## src/cssp_pkg.sv

```systemverilog
// Package with types and constants of the comment stripping statement splitter.
package cssp_pkg;

    // Result kinds.
    localparam logic KIND_TEXT = 1'b0;
    localparam logic KIND_MARK = 1'b1;

    // Statement modes.
    localparam logic MODE_LINE = 1'b0;
    localparam logic MODE_SEMI = 1'b1;

    // Characters the scanner reacts to.
    localparam logic [7:0] CH_LF    = 8'h0A;
    localparam logic [7:0] CH_CR    = 8'h0D;
    localparam logic [7:0] CH_SEMI  = 8'h3B;
    localparam logic [7:0] CH_SLASH = 8'h2F;
    localparam logic [7:0] CH_STAR  = 8'h2A;
    localparam logic [7:0] CH_SPACE = 8'h20;
    localparam logic [7:0] CH_NUL   = 8'h00;

    // Default depth of the queue between front and back.
    localparam int QUEUE_DEPTH_DEF = 4;

    // Scanner phases.
    typedef enum logic [2:0] {
        PH_NORMAL       = 3'd0,
        PH_SLASH        = 3'd1,
        PH_LINE_COMMENT = 3'd2,
        PH_BLOCK        = 3'd3,
        PH_BLOCK_STAR   = 3'd4
    } t_phase;

    // One result item.
    typedef struct packed {
        logic       kind;
        logic [7:0] data;
    } t_result;

    // One queued work entry: one or two results caused by an input item.
    typedef struct packed {
        logic    two;
        t_result first;
        t_result second;
    } t_entry;

    // Queue status seen by the front and the back.
    typedef struct packed {
        logic full;
        logic empty;
    } t_queue_status;

endpackage

```

## src/cssp_ifs.sv

```systemverilog
// Channel interfaces of the comment stripping statement splitter.

// Input byte channel.
interface cssp_in_if;
    logic       valid;
    logic       ready;
    logic [7:0] in_byte;
    logic       end_of_text;

    modport source (output valid, output in_byte, output end_of_text, input ready);
    modport sink (input valid, input in_byte, input end_of_text, output ready);
endinterface

// Result channel.
interface cssp_out_if;
    logic       valid;
    logic       ready;
    logic       out_kind;
    logic [7:0] out_byte;
    logic       last_of_run;

    modport source (output valid, output out_kind, output out_byte, output last_of_run,
                    input ready);
    modport sink (input valid, input out_kind, input out_byte, input last_of_run,
                  output ready);
endinterface

// Configuration write channel.
interface cssp_cfg_if;
    logic valid;
    logic ready;
    logic statement_mode;

    modport source (output valid, output statement_mode, input ready);
    modport sink (input valid, input statement_mode, output ready);
endinterface

```

## src/cssp_front.sv

```systemverilog
// Front part: accepts bytes, tracks the comment scanner and forms queue entries.
module cssp_front
    import cssp_pkg::*;
(
    input  logic          i_clk,
    input  logic          i_rst_n,
    cssp_in_if.sink       in_ch,
    cssp_cfg_if.sink      cfg_ch,
    input  t_queue_status i_status,
    output logic          o_push,
    output t_entry        o_entry
);

    logic   r_mode;
    t_phase r_phase;
    logic   r_started;

    t_phase  n_phase;
    logic    n_started;
    logic    has_result;
    logic    two_results;
    t_result res0;
    t_result res1;
    logic    accept;
    logic [7:0] b;

    // Configuration writes are always taken.
    assign cfg_ch.ready = 1'b1;

    assign in_ch.ready = !i_status.full;
    assign accept      = in_ch.valid && in_ch.ready;
    assign b           = in_ch.in_byte;

    // Mode register.
    always_ff @(posedge i_clk) begin
        if (!i_rst_n) begin
            r_mode <= MODE_LINE;
        end else if (cfg_ch.valid && cfg_ch.ready) begin
            r_mode <= cfg_ch.statement_mode;
        end
    end

    // Scanner state register.
    always_ff @(posedge i_clk) begin
        if (!i_rst_n) begin
            r_phase   <= PH_NORMAL;
            r_started <= 1'b0;
        end else if (accept) begin
            r_phase   <= n_phase;
            r_started <= n_started;
        end
    end

    // Next phase and the results caused by the current byte.
    always_comb begin
        n_phase     = r_phase;
        n_started   = r_started;
        has_result  = 1'b0;
        two_results = 1'b0;
        res0        = '{kind: KIND_TEXT, data: CH_NUL};
        res1        = '{kind: KIND_TEXT, data: CH_NUL};
        if (in_ch.end_of_text) begin
            // End of text: flush a pending slash and close an open statement.
            if (r_phase == PH_SLASH) begin
                has_result  = 1'b1;
                two_results = 1'b1;
                res0        = '{kind: KIND_TEXT, data: CH_SLASH};
                res1        = '{kind: KIND_MARK, data: CH_NUL};
            end else if (r_started) begin
                has_result = 1'b1;
                res0       = '{kind: KIND_MARK, data: CH_NUL};
            end
            n_phase   = PH_NORMAL;
            n_started = 1'b0;
        end else begin
            unique case (r_phase)
                PH_SLASH: begin
                    if (b == CH_SLASH) begin
                        n_phase = PH_LINE_COMMENT;
                    end else if (b == CH_STAR) begin
                        n_phase = PH_BLOCK;
                    end else begin
                        // Lone slash: keep it and copy the next byte literally.
                        n_phase     = PH_NORMAL;
                        has_result  = 1'b1;
                        two_results = 1'b1;
                        res0        = '{kind: KIND_TEXT, data: CH_SLASH};
                        res1        = '{kind: KIND_TEXT, data: b};
                        n_started   = 1'b1;
                    end
                end
                PH_LINE_COMMENT: begin
                    if (b == CH_LF) begin
                        n_phase = PH_NORMAL;
                        if (r_mode == MODE_LINE) begin
                            has_result = 1'b1;
                            res0       = '{kind: KIND_MARK, data: CH_NUL};
                            n_started  = 1'b0;
                        end
                    end
                end
                PH_BLOCK: begin
                    if (b == CH_STAR) begin
                        n_phase = PH_BLOCK_STAR;
                    end
                end
                PH_BLOCK_STAR: begin
                    if (b == CH_SLASH) begin
                        n_phase = PH_NORMAL;
                    end else if (b != CH_STAR) begin
                        n_phase = PH_BLOCK;
                    end
                end
                default: begin
                    // Normal text; unused codes behave the same way.
                    n_phase = PH_NORMAL;
                    if (b == CH_SLASH) begin
                        n_phase = PH_SLASH;
                    end else if (r_mode == MODE_LINE) begin
                        if (b == CH_LF || b == CH_CR) begin
                            has_result = 1'b1;
                            res0       = '{kind: KIND_MARK, data: CH_NUL};
                            n_started  = 1'b0;
                        end else if (b == CH_SEMI) begin
                            n_phase = PH_LINE_COMMENT;
                        end else begin
                            has_result = 1'b1;
                            res0       = '{kind: KIND_TEXT, data: b};
                            n_started  = 1'b1;
                        end
                    end else begin
                        has_result = 1'b1;
                        if (b == CH_SEMI) begin
                            res0      = '{kind: KIND_MARK, data: CH_NUL};
                            n_started = 1'b0;
                        end else if (b == CH_LF || b == CH_CR) begin
                            res0      = '{kind: KIND_TEXT, data: CH_SPACE};
                            n_started = 1'b1;
                        end else begin
                            res0      = '{kind: KIND_TEXT, data: b};
                            n_started = 1'b1;
                        end
                    end
                end
            endcase
        end
    end

    // Only items that cause results enter the queue.
    assign o_push  = accept && has_result;
    assign o_entry = '{two: two_results, first: res0, second: res1};

endmodule

```

## src/cssp_fifo.sv

```systemverilog
// Short queue of work entries between the front and the back.
module cssp_fifo
    import cssp_pkg::*;
#(
    parameter int DEPTH = QUEUE_DEPTH_DEF
) (
    input  logic          i_clk,
    input  logic          i_rst_n,
    input  logic          i_push,
    input  t_entry        i_entry,
    input  logic          i_pop,
    output t_entry        o_head,
    output t_queue_status o_status
);

    localparam int AW = (DEPTH > 1) ? $clog2(DEPTH) : 1;
    localparam int CW = $clog2(DEPTH + 1);
    localparam logic [AW-1:0] LAST_IDX = AW'(DEPTH - 1);

    t_entry          r_mem [DEPTH];
    logic [AW-1:0]   r_wr_ptr;
    logic [AW-1:0]   r_rd_ptr;
    logic [CW-1:0]   r_count;

    logic do_push;
    logic do_pop;

    assign o_status.full  = (r_count == CW'(DEPTH));
    assign o_status.empty = (r_count == '0);
    assign do_push        = i_push && !o_status.full;
    assign do_pop         = i_pop && !o_status.empty;
    assign o_head         = r_mem[r_rd_ptr];

    // Entry storage.
    always_ff @(posedge i_clk) begin
        if (do_push) begin
            r_mem[r_wr_ptr] <= i_entry;
        end
    end

    // Pointers and fill count.
    always_ff @(posedge i_clk) begin
        if (!i_rst_n) begin
            r_wr_ptr <= '0;
            r_rd_ptr <= '0;
            r_count  <= '0;
        end else begin
            if (do_push) begin
                r_wr_ptr <= (r_wr_ptr == LAST_IDX) ? '0 : r_wr_ptr + 1'b1;
            end
            if (do_pop) begin
                r_rd_ptr <= (r_rd_ptr == LAST_IDX) ? '0 : r_rd_ptr + 1'b1;
            end
            if (do_push && !do_pop) begin
                r_count <= r_count + 1'b1;
            end else if (do_pop && !do_push) begin
                r_count <= r_count - 1'b1;
            end
        end
    end

endmodule

```

## src/cssp_back.sv

```systemverilog
// Back part: presents queued results one per transfer, two for a two-result entry.
module cssp_back
    import cssp_pkg::*;
(
    input  logic          i_clk,
    input  logic          i_rst_n,
    input  t_entry        i_head,
    input  t_queue_status i_status,
    output logic          o_pop,
    cssp_out_if.source    out_ch
);

    logic    r_second;
    logic    n_second;
    t_result sel;
    logic    xfer;
    logic    last;

    // Pick the result of the head entry that is due now.
    assign sel  = r_second ? i_head.second : i_head.first;
    assign last = !i_head.two || r_second;

    assign out_ch.valid       = !i_status.empty;
    assign out_ch.out_kind    = sel.kind;
    assign out_ch.out_byte    = sel.data;
    assign out_ch.last_of_run = last;

    assign xfer  = out_ch.valid && out_ch.ready;
    assign o_pop = xfer && last;

    // Second-result flag advances on each transfer.
    always_comb begin
        n_second = r_second;
        if (xfer) begin
            n_second = i_head.two && !r_second;
        end
    end

    always_ff @(posedge i_clk) begin
        if (!i_rst_n) begin
            r_second <= 1'b0;
        end else begin
            r_second <= n_second;
        end
    end

endmodule

```

## src/comment_stripping_statement_splitter_top.sv

```systemverilog
// Top level of the comment stripping statement splitter.
//
// Usage: script text enters on i_in, one byte per transfer; end_of_text set
// means no byte and closes an open statement. Kept bytes and end-of-statement
// markers leave on o_out; last_of_run marks the final result of an input item.
// i_cfg writes statement_mode (0 line mode, 1 semicolon mode); it is always
// ready and should be written only while the block is idle.
// Results pass through the queue and are offered on o_out from its head.
// Throughput: one input item per cycle. An item with two results (a lone
// slash, or end of text after a slash) takes two output transfers; the queue of
// QUEUE_DEPTH entries absorbs these, and i_in stalls only when it is full.
// Items that cause no result (comment bytes) take no queue entry.
// Reset clears the scanner to normal text, the mode to line mode and the queue.
// When the receiver stalls, o_out holds its result and the queue fills; i_in
// ready drops once the queue is full and rises when an entry drains.
module comment_stripping_statement_splitter_top
    import cssp_pkg::*;
#(
    parameter int QUEUE_DEPTH = QUEUE_DEPTH_DEF
) (
    input  logic       i_clk,
    input  logic       i_rst_n,
    cssp_in_if.sink    i_in,
    cssp_cfg_if.sink   i_cfg,
    cssp_out_if.source o_out
);

    t_queue_status status;
    logic          push;
    logic          pop;
    t_entry        entry;
    t_entry        head;

    // Classifier front end.
    cssp_front u_front (
        .i_clk    (i_clk),
        .i_rst_n  (i_rst_n),
        .in_ch    (i_in),
        .cfg_ch   (i_cfg),
        .i_status (status),
        .o_push   (push),
        .o_entry  (entry)
    );

    // Work queue.
    cssp_fifo #(
        .DEPTH (QUEUE_DEPTH)
    ) u_fifo (
        .i_clk    (i_clk),
        .i_rst_n  (i_rst_n),
        .i_push   (push),
        .i_entry  (entry),
        .i_pop    (pop),
        .o_head   (head),
        .o_status (status)
    );

    // Result sequencer.
    cssp_back u_back (
        .i_clk    (i_clk),
        .i_rst_n  (i_rst_n),
        .i_head   (head),
        .i_status (status),
        .o_pop    (pop),
        .out_ch   (o_out)
    );

endmodule

```

## src/flat_wrapper.sv

```systemverilog
// flat-port wrapper written by rule: the top's interface ports become plain ports
module comment_stripping_statement_splitter_top_flat import cssp_pkg::*;
#(
    parameter int QUEUE_DEPTH = QUEUE_DEPTH_DEF
)
  (i_clk, i_rst_n, i_in_valid, i_in_in_byte, i_in_end_of_text, i_in_ready, i_cfg_valid, i_cfg_statement_mode, i_cfg_ready, o_out_valid, o_out_out_kind, o_out_out_byte, o_out_last_of_run, o_out_ready);
  cssp_in_if i_in_i ();
  cssp_cfg_if i_cfg_i ();
  cssp_out_if o_out_i ();
  input  logic i_clk;
  input  logic i_rst_n;
  input wire logic [$bits(i_in_i.valid)-1:0] i_in_valid;
  input wire logic [$bits(i_in_i.in_byte)-1:0] i_in_in_byte;
  input wire logic [$bits(i_in_i.end_of_text)-1:0] i_in_end_of_text;
  output wire logic [$bits(i_in_i.ready)-1:0] i_in_ready;
  input wire logic [$bits(i_cfg_i.valid)-1:0] i_cfg_valid;
  input wire logic [$bits(i_cfg_i.statement_mode)-1:0] i_cfg_statement_mode;
  output wire logic [$bits(i_cfg_i.ready)-1:0] i_cfg_ready;
  output wire logic [$bits(o_out_i.valid)-1:0] o_out_valid;
  output wire logic [$bits(o_out_i.out_kind)-1:0] o_out_out_kind;
  output wire logic [$bits(o_out_i.out_byte)-1:0] o_out_out_byte;
  output wire logic [$bits(o_out_i.last_of_run)-1:0] o_out_last_of_run;
  input wire logic [$bits(o_out_i.ready)-1:0] o_out_ready;
  assign i_in_i.valid = i_in_valid;
  assign i_in_i.in_byte = i_in_in_byte;
  assign i_in_i.end_of_text = i_in_end_of_text;
  assign i_in_ready = i_in_i.ready;
  assign i_cfg_i.valid = i_cfg_valid;
  assign i_cfg_i.statement_mode = i_cfg_statement_mode;
  assign i_cfg_ready = i_cfg_i.ready;
  assign o_out_valid = o_out_i.valid;
  assign o_out_out_kind = o_out_i.out_kind;
  assign o_out_out_byte = o_out_i.out_byte;
  assign o_out_last_of_run = o_out_i.last_of_run;
  assign o_out_i.ready = o_out_ready;
  comment_stripping_statement_splitter_top #(.QUEUE_DEPTH(QUEUE_DEPTH)) u_core (.i_clk(i_clk), .i_rst_n(i_rst_n), .i_in(i_in_i), .i_cfg(i_cfg_i), .o_out(o_out_i));
endmodule
```

## config.mk

```make
export PLATFORM = sky130hd
export DESIGN_NAME = comment_stripping_statement_splitter_top_flat
export DESIGN_NICKNAME = d
export VERILOG_FILES = /design/src/cssp_pkg.sv /design/src/cssp_ifs.sv /design/src/cssp_front.sv /design/src/cssp_fifo.sv /design/src/cssp_back.sv /design/src/comment_stripping_statement_splitter_top.sv /design/src/flat_wrapper.sv
export SDC_FILE = /design/constraint.sdc
export NUM_CORES = 1
export LEC_CHECK = 0
export BUFFER_PORTS_ARGS = -buffer_cell sky130_fd_sc_hd__buf_2
export CAP_MARGIN = 0
export CORE_ASPECT_RATIO = 0.6
export CORE_UTILIZATION = 30
export CTS_BUF_LIST = sky130_fd_sc_hd__clkbuf_16
export DETAILED_ROUTE_END_ITERATION = 12
export PLACE_DENSITY = 0.48
export SYNTH_ARGS = -nofsm -noshare
export SYNTH_HDL_FRONTEND = slang
export SYNTH_SLANG_ARGS = --single-unit
```

## constraint.sdc

```tcl
create_clock -name i_clk -period 2.45 [get_ports i_clk]
set_input_delay 0.1225 -clock i_clk [delete_from_list [all_inputs] [get_ports i_clk]]
set_output_delay 0.1225 -clock i_clk [all_outputs]
set_load 0.01 [all_outputs]
```

* After elaboration in Yosys (flattened, before gate mapping)
Memories as Yosys holds them, arrays and structs flattened. A register that Yosys moved wholly into a read port is not among the register bits.
Index checks and enable logic that the tools add are counted.
** Word-level totals
- Memory bits (read-only) :: 0
- Output and inout port bits :: 13
- Bits of input ports :: 15
- Latch bits :: 0
- Word-level logic and storage cells :: 121
- Memories :: 1
- Memory bits (writable) :: 76
- Register bits :: 13
** Operators by class
- Divide/modulo/power cells :: 0
- Reduce and logical (&&, ||, !) cells :: 22
- Shifts and indexed selects :: 0
- Add/subtract/negate cells :: 4
- Bitwise operators :: 0
- Equality and inequality tests :: 22
- $lt $le $gt $ge :: 0
- Multiplexer cells :: 65
- Multipliers :: 0
** Memories
- u_core.u_fifo.r_mem :: words 4, width 19, read ports 1, clocked after Yosys merged registers in 1, wr ports 1, RTL line cssp_fifo.sv:20 : t_entry r_mem [DEPTH];
** Operators by type and width (number)
- $mux 9 :: 12
- $mux 8 :: 5
- $pmux 9 s3 :: 1
- $mux 1 :: 25
- $eq 8x6->1 const B :: 3
- $mux 3 :: 7
- $mux 2 :: 10
- $eq 8x4->1 const B :: 2
- $ne 3x3->1 const B :: 5
- $mux 6 :: 2
- $pmux 3 s4 :: 1
- $logic_and 1x1->1 :: 9
- $ne 8x6->1 const B :: 1
- $reduce_and 8->1 :: 1
- $eq 3x2->1 const B :: 2
- $eq 3x3->1 const B :: 2
- $logic_not 1->1 :: 6
- $ne 6x5->1 const B :: 1
- $pmux 1 s3 :: 2
- $add 2x1->2 const B :: 2
- $eq 2x2->1 const B :: 2
- $ne 4x4->1 const B :: 1
- $reduce_and 4->1 :: 1
- $add 3x1->3 const B :: 1
- 8 further kinds :: 9

* Depth between registers and ports, before layout
- Word-level depth :: 13
- Depth in mapped cells :: 11
- Gate-level depth less buffers :: 10

* Modules after synthesis
Synthesis repeated with hierarchy kept, for this count alone.
** Unflattened totals
- Cell total of the unflattened synthesis :: 293
- Area, all modules :: 4315.4 um^2
** Modules (own cells, without submodules)
- cssp_fifo :: instances 1, seq. area each 2462.4 um^2, area each 3265.6 um^2, cells each 150
- cssp_front :: instances 1, seq. area each 100.1 um^2, area each 869.6 um^2, cells each 125
- cssp_back :: instances 1, seq. area each 20.0 um^2, area each 180.2 um^2, cells each 18

* Least setup slack after synthesis
No wires, ideal clock.
- Path type :: register -> register
- Start :: register u_core.u_front.r_phase[1]
- End :: register u_core.u_fifo.r_count[2]
- Data arrival time :: 2.594 ns
- Data required time :: 2.374 ns
- Path buffers :: 1
- Cell stages (with the launch flop) :: 12
- Setup time :: 0.076 ns
- Clock period less this slack :: 2.669 ns
- Slack :: -0.219 ns
- Path through :: dfxtp_1 > clkbuf_1 > nor2_1 > xnor2_1 > nand3_1 > a311oi_4 > ha_1 > inv_1 > fa_1 > xor2_1 > or3_1 > a21boi_0
** Between the ends
- Longest elaborated chain between the ends :: 9
- Elaborated cells on any way between the ends :: 15
- Those cells by class :: eq/ne (4); mux (4); reduce/logical (7)
** Ends and longest elaborated chain
- from (decl) :: RTL line cssp_front.sv:15 : t_phase r_phase;
- from (signal assigned) :: RTL line cssp_front.sv:49 : r_phase <= n_phase;
- $eq 3x3->1 or $eq 3x2->1 (tied branches) :: RTL line cssp_front.sv:76 : unique case (r_phase)
- $reduce_or 2->1 (no source line)
- $pmux 1 s3 :: RTL line cssp_front.sv:76
- $mux 1 * :: RTL line cssp_front.sv:62 : if (in_ch.end_of_text) begin
- $logic_and 1x1->1 * :: RTL line cssp_front.sv:150 : assign o_push = accept && has_result;
- $logic_and 1x1->1 * :: RTL line cssp_fifo.sv:30 : assign do_push = i_push && !o_status.full;
- named net u_core.u_fifo.do_push :: RTL line cssp_fifo.sv:25 : logic do_push;
- $logic_not 1->1 :: RTL line cssp_fifo.sv:56 : end else if (do_pop && !do_push) begin
- $logic_and 1x1->1 :: RTL line cssp_fifo.sv:56
- $reduce_bool 2->1 (no source line)
- to (signal assigned) :: RTL line cssp_fifo.sv:55 : r_count <= r_count + 1'b1;
- to (signal assigned) :: RTL line cssp_fifo.sv:57 : r_count <= r_count - 1'b1;
- to (decl) :: RTL line cssp_fifo.sv:23 : logic [CW-1:0] r_count;
The timed path passes the listed nets; every way through them passes the cells marked *.
A chain may end at the register's enable or synchronous reset.

* Worst setup path in the final report
Same ends and word-level chain as after synthesis.

==> impl_metrics.ini <==
[outcome]
status = finished clean

[power_and_ir_drop]
ir_drop_mv = 0.315
p_sw_frac = 0.285
p_switching_mw = 1.26
p_leak_nw = 1.89
power.density_nw_per_um2 = 832
seq_power_share = 0.428
comb_power_share = 0.272
p_int_mw = 3.15
total_power_mw = 4.40
power_frac_clock = 0.300

[clock_tree]
cts_tree = yes
cts.path.max_buffers = 2
clock_latency_ps = 350
clock_sinks = 91
cts_buffers = 9
clk_pin_slew_ps = 70
root_buffer = clkbuf_16
cts_hold_buf = 0
htreeDepth = 3

[die]
die_y_um = 94.1
dieArea_um2 = 14600
start_util = 0.309
core_area_um2 = 13700
die_width_um = 156
rows = 33
ios = 28

[detailed_routing]
wire_per_inst_um = 17.4
ant_nets = 0
via_count = 2664
drt_iter0_markers = 137
drcViolationCount = 0
avgViaCountPerCell = 4.82
drt_first_pass_iters = 4
totalWireLength_um = 9630

[sta]
fin_skew_ps = 9.06
slew_viol_final = 0
slew_headroom = 0.505
fin_crit_sh = 0.968
finalHoldViolations = 0
timing.fmax_ghz = 0.422
setup_viol = 0
tightest_slew_ps = 738
rsz0062_at_grt = true
fin_crit_ps = 2370

[layout]
syn_to_final_growth_pct = 24.8
final_core_util = 0.386
diodes = 0
drive_gt1_frac = 0.380
final_nets = 378
most-common-layout-cells = edfxtp_1 (76), buf_4 (36), buf_2 (26)
stdcell_area_um2 = 5290
final_common_cell = edfxtp_1

[critical_path]
cpPeakStageDelay_ps = 360
cpMaxStageDelayCell = dfxtp_4
critPathKind = reg2reg
critPathLaunch = u_core.u_front.r_phase[1]$_SDFFE_PN0P_
arrival_ps = 2650
end_kind = register
critPathMaxFanout = 5
start_kind = register
path_cells = buf_6 > nor2_4 > and2_4 > nand2_4 > a311oi_4 > ha_2 > inv_1 > fa_2 > xor2_1 > or3_1 > a21boi_1
cp.required_ps = 2730
timing.rr.start = u_core.u_front.r_phase[1]$_SDFFE_PN0P_

[placed_design]
gp_congestion = 0.828
placed_area_um2 = 4960
dpl.hpwl_um = 6610
port_buffers = 26

[global_route]
antenna_found_initial = 0
grt_max_degree = 20
grt_pass1_vias = 2689
grt_pass1_wl_um = 15200
grt-ovfl-total = 0
grt_usage = 0.143

[run]
cap_viol_max_count = 0

[logic_synthesis]
synth_warnings = 0
synth_flop_cell = edfxtp_1
syn_avg_cell_area_um2 = 14.7
netlist_area_um2 = 4240
synth_cell_types = 54
ys_seq_area_frac = 0.609
syn_nets = 311
async_reset_ff_frac = 0
syn_inst = 289
synth-seq-cells = 91
synth-edff-count = 76

[worst_hold_path]
min_path_type = in2reg
hold_start = i_cfg_statement_mode
==> cells in the mapped netlist, drive strengths merged (7+ instances only) <==
cell / number / area share
and2: 13 / 0.019
and3: 8 / 0.012
clkbuf: 9 / 0.0080
dfxtp: 15 / 0.071
edfxtp: 76 / 0.54
inv: 9 / 0.0080
mux2: 9 / 0.024
mux2i: 7 / 0.017
mux4: 19 / 0.10
nand2: 20 / 0.019
nand3: 8 / 0.0094
nor2: 9 / 0.0080
o21ai: 7 / 0.0091
==> what timing repair did <==
item,CTS,global route
gates resized for setup,1,8
buffers inserted,0,1
pin swaps,0,3
endpoints found under the setup margin,1,1
==> cell type report <==
type                    instances  area, µm²
clock inverters                 7       60.1
flip-flops and latches         91       2590
multi-input cells             176       1630
repair buffers                 69        514
inverters                       9       33.8
well taps                     192        240
clock buffers                   9        225
fillers                      1334       8410
==> per-layer routing <==
layer / track usage / vias to the layer above / part of all wire
met5: 0 / - / 0
met4: 0.0343 / 0 / 0.0088
met3: 0.0429 / 9 / 0.042
met2: 0.210 / 63 / 0.43
met1: 0.205 / 1332 / 0.52
li1: - / 1260 / -
==> power groups by stage <==
stage / sequential (mW) / clock [mW] / combinational (mW)
2_1_floorplan: 1.90 / 0 / 0.777
5_1_grt: 1.90 / 1.42 / 1.32
6_report: 1.88 / 1.32 / 1.20
3_3_place_gp: 1.91 / 0 / 1.18
4_1_cts: 1.88 / 1.36 / 1.19
3_5_place_dp: 1.91 / 0 / 1.18
==> logic make-up (layout without fill, tap and decap cells) <==
group / after synthesis / in the layout / share of synthesized area
xor gates and xnor gates: 5 / 5 / 0.0103
adders and majority gates: 7 / 7 / 0.0224
other: 1 / 1 / 0.000884
buffers and inverters: 22 / 94 / 0.0212
and+or+nand+nor: 95 / 95 / 0.133
DFF: 91 / 91 / 0.609
AOI/OAI and AO/OA: 33 / 33 / 0.0617
muxes: 35 / 35 / 0.141
==> per-stage QoR <==
stage | setup TNS (ps) | worst slack (ps) | cells | hold WS [ps]
2_1_floorplan | -14.2 | -14.2 | 289 | 269
3_3_place_gp | -45.4 | -45.4 | 536 | 399
3_5_place_dp | -79.0 | -79.0 | 536 | 398
4_1_cts | 0 | 0.920 | 552 | 32.3
5_1_grt | -68.4 | -68.4 | 553 | 65.2
6_report | 0 | 79.4 | 553 | 36.3
==> flip-flops by register name (all words and copies together), names as in the netlist, named ones only <==
| register | cells |
|---|---|
| u_core.u_back.r_second | 1 |
| u_core.u_fifo.r_count | 3 |
| u_core.u_fifo.r_mem | 76 |
| u_core.u_fifo.r_rd_ptr | 2 |
| u_core.u_fifo.r_wr_ptr | 2 |
| u_core.u_front.r_mode | 1 |
| u_core.u_front.r_phase | 3 |
| u_core.u_front.r_started | 1 |
==> worst max-delay path, delay by kind of cell, from the launching register on <==
| family | cells | cell delay [ps] |
|---|---|---|
| buf+inv | 2 | 180 |
| fa+ha+maj | 2 | 560 |
| compound gates | 2 | 430 |
| xor+xnor | 1 | 150 |
| flops | 1 | 360 |
| simple gates | 4 | 620 |
==> path summary, 6_finish.rpt <==
path / end / slack, ps / cells past startpoint
worst max-delay path: u_core.u_fifo.r_count[2]$_SDFFE_PN0P_ / 80 / 11
worst min-delay path: u_core.u_front.r_mode$_SDFFE_PN0P_ / 40 / 3
worst max register to register: u_core.u_fifo.r_count[2]$_SDFFE_PN0P_ / 80 / 11
worst min register to register: u_core.u_fifo.r_wr_ptr[1]$_SDFFE_PN0P_ / 500 / 2
Power figures use the tool's default switching activity.
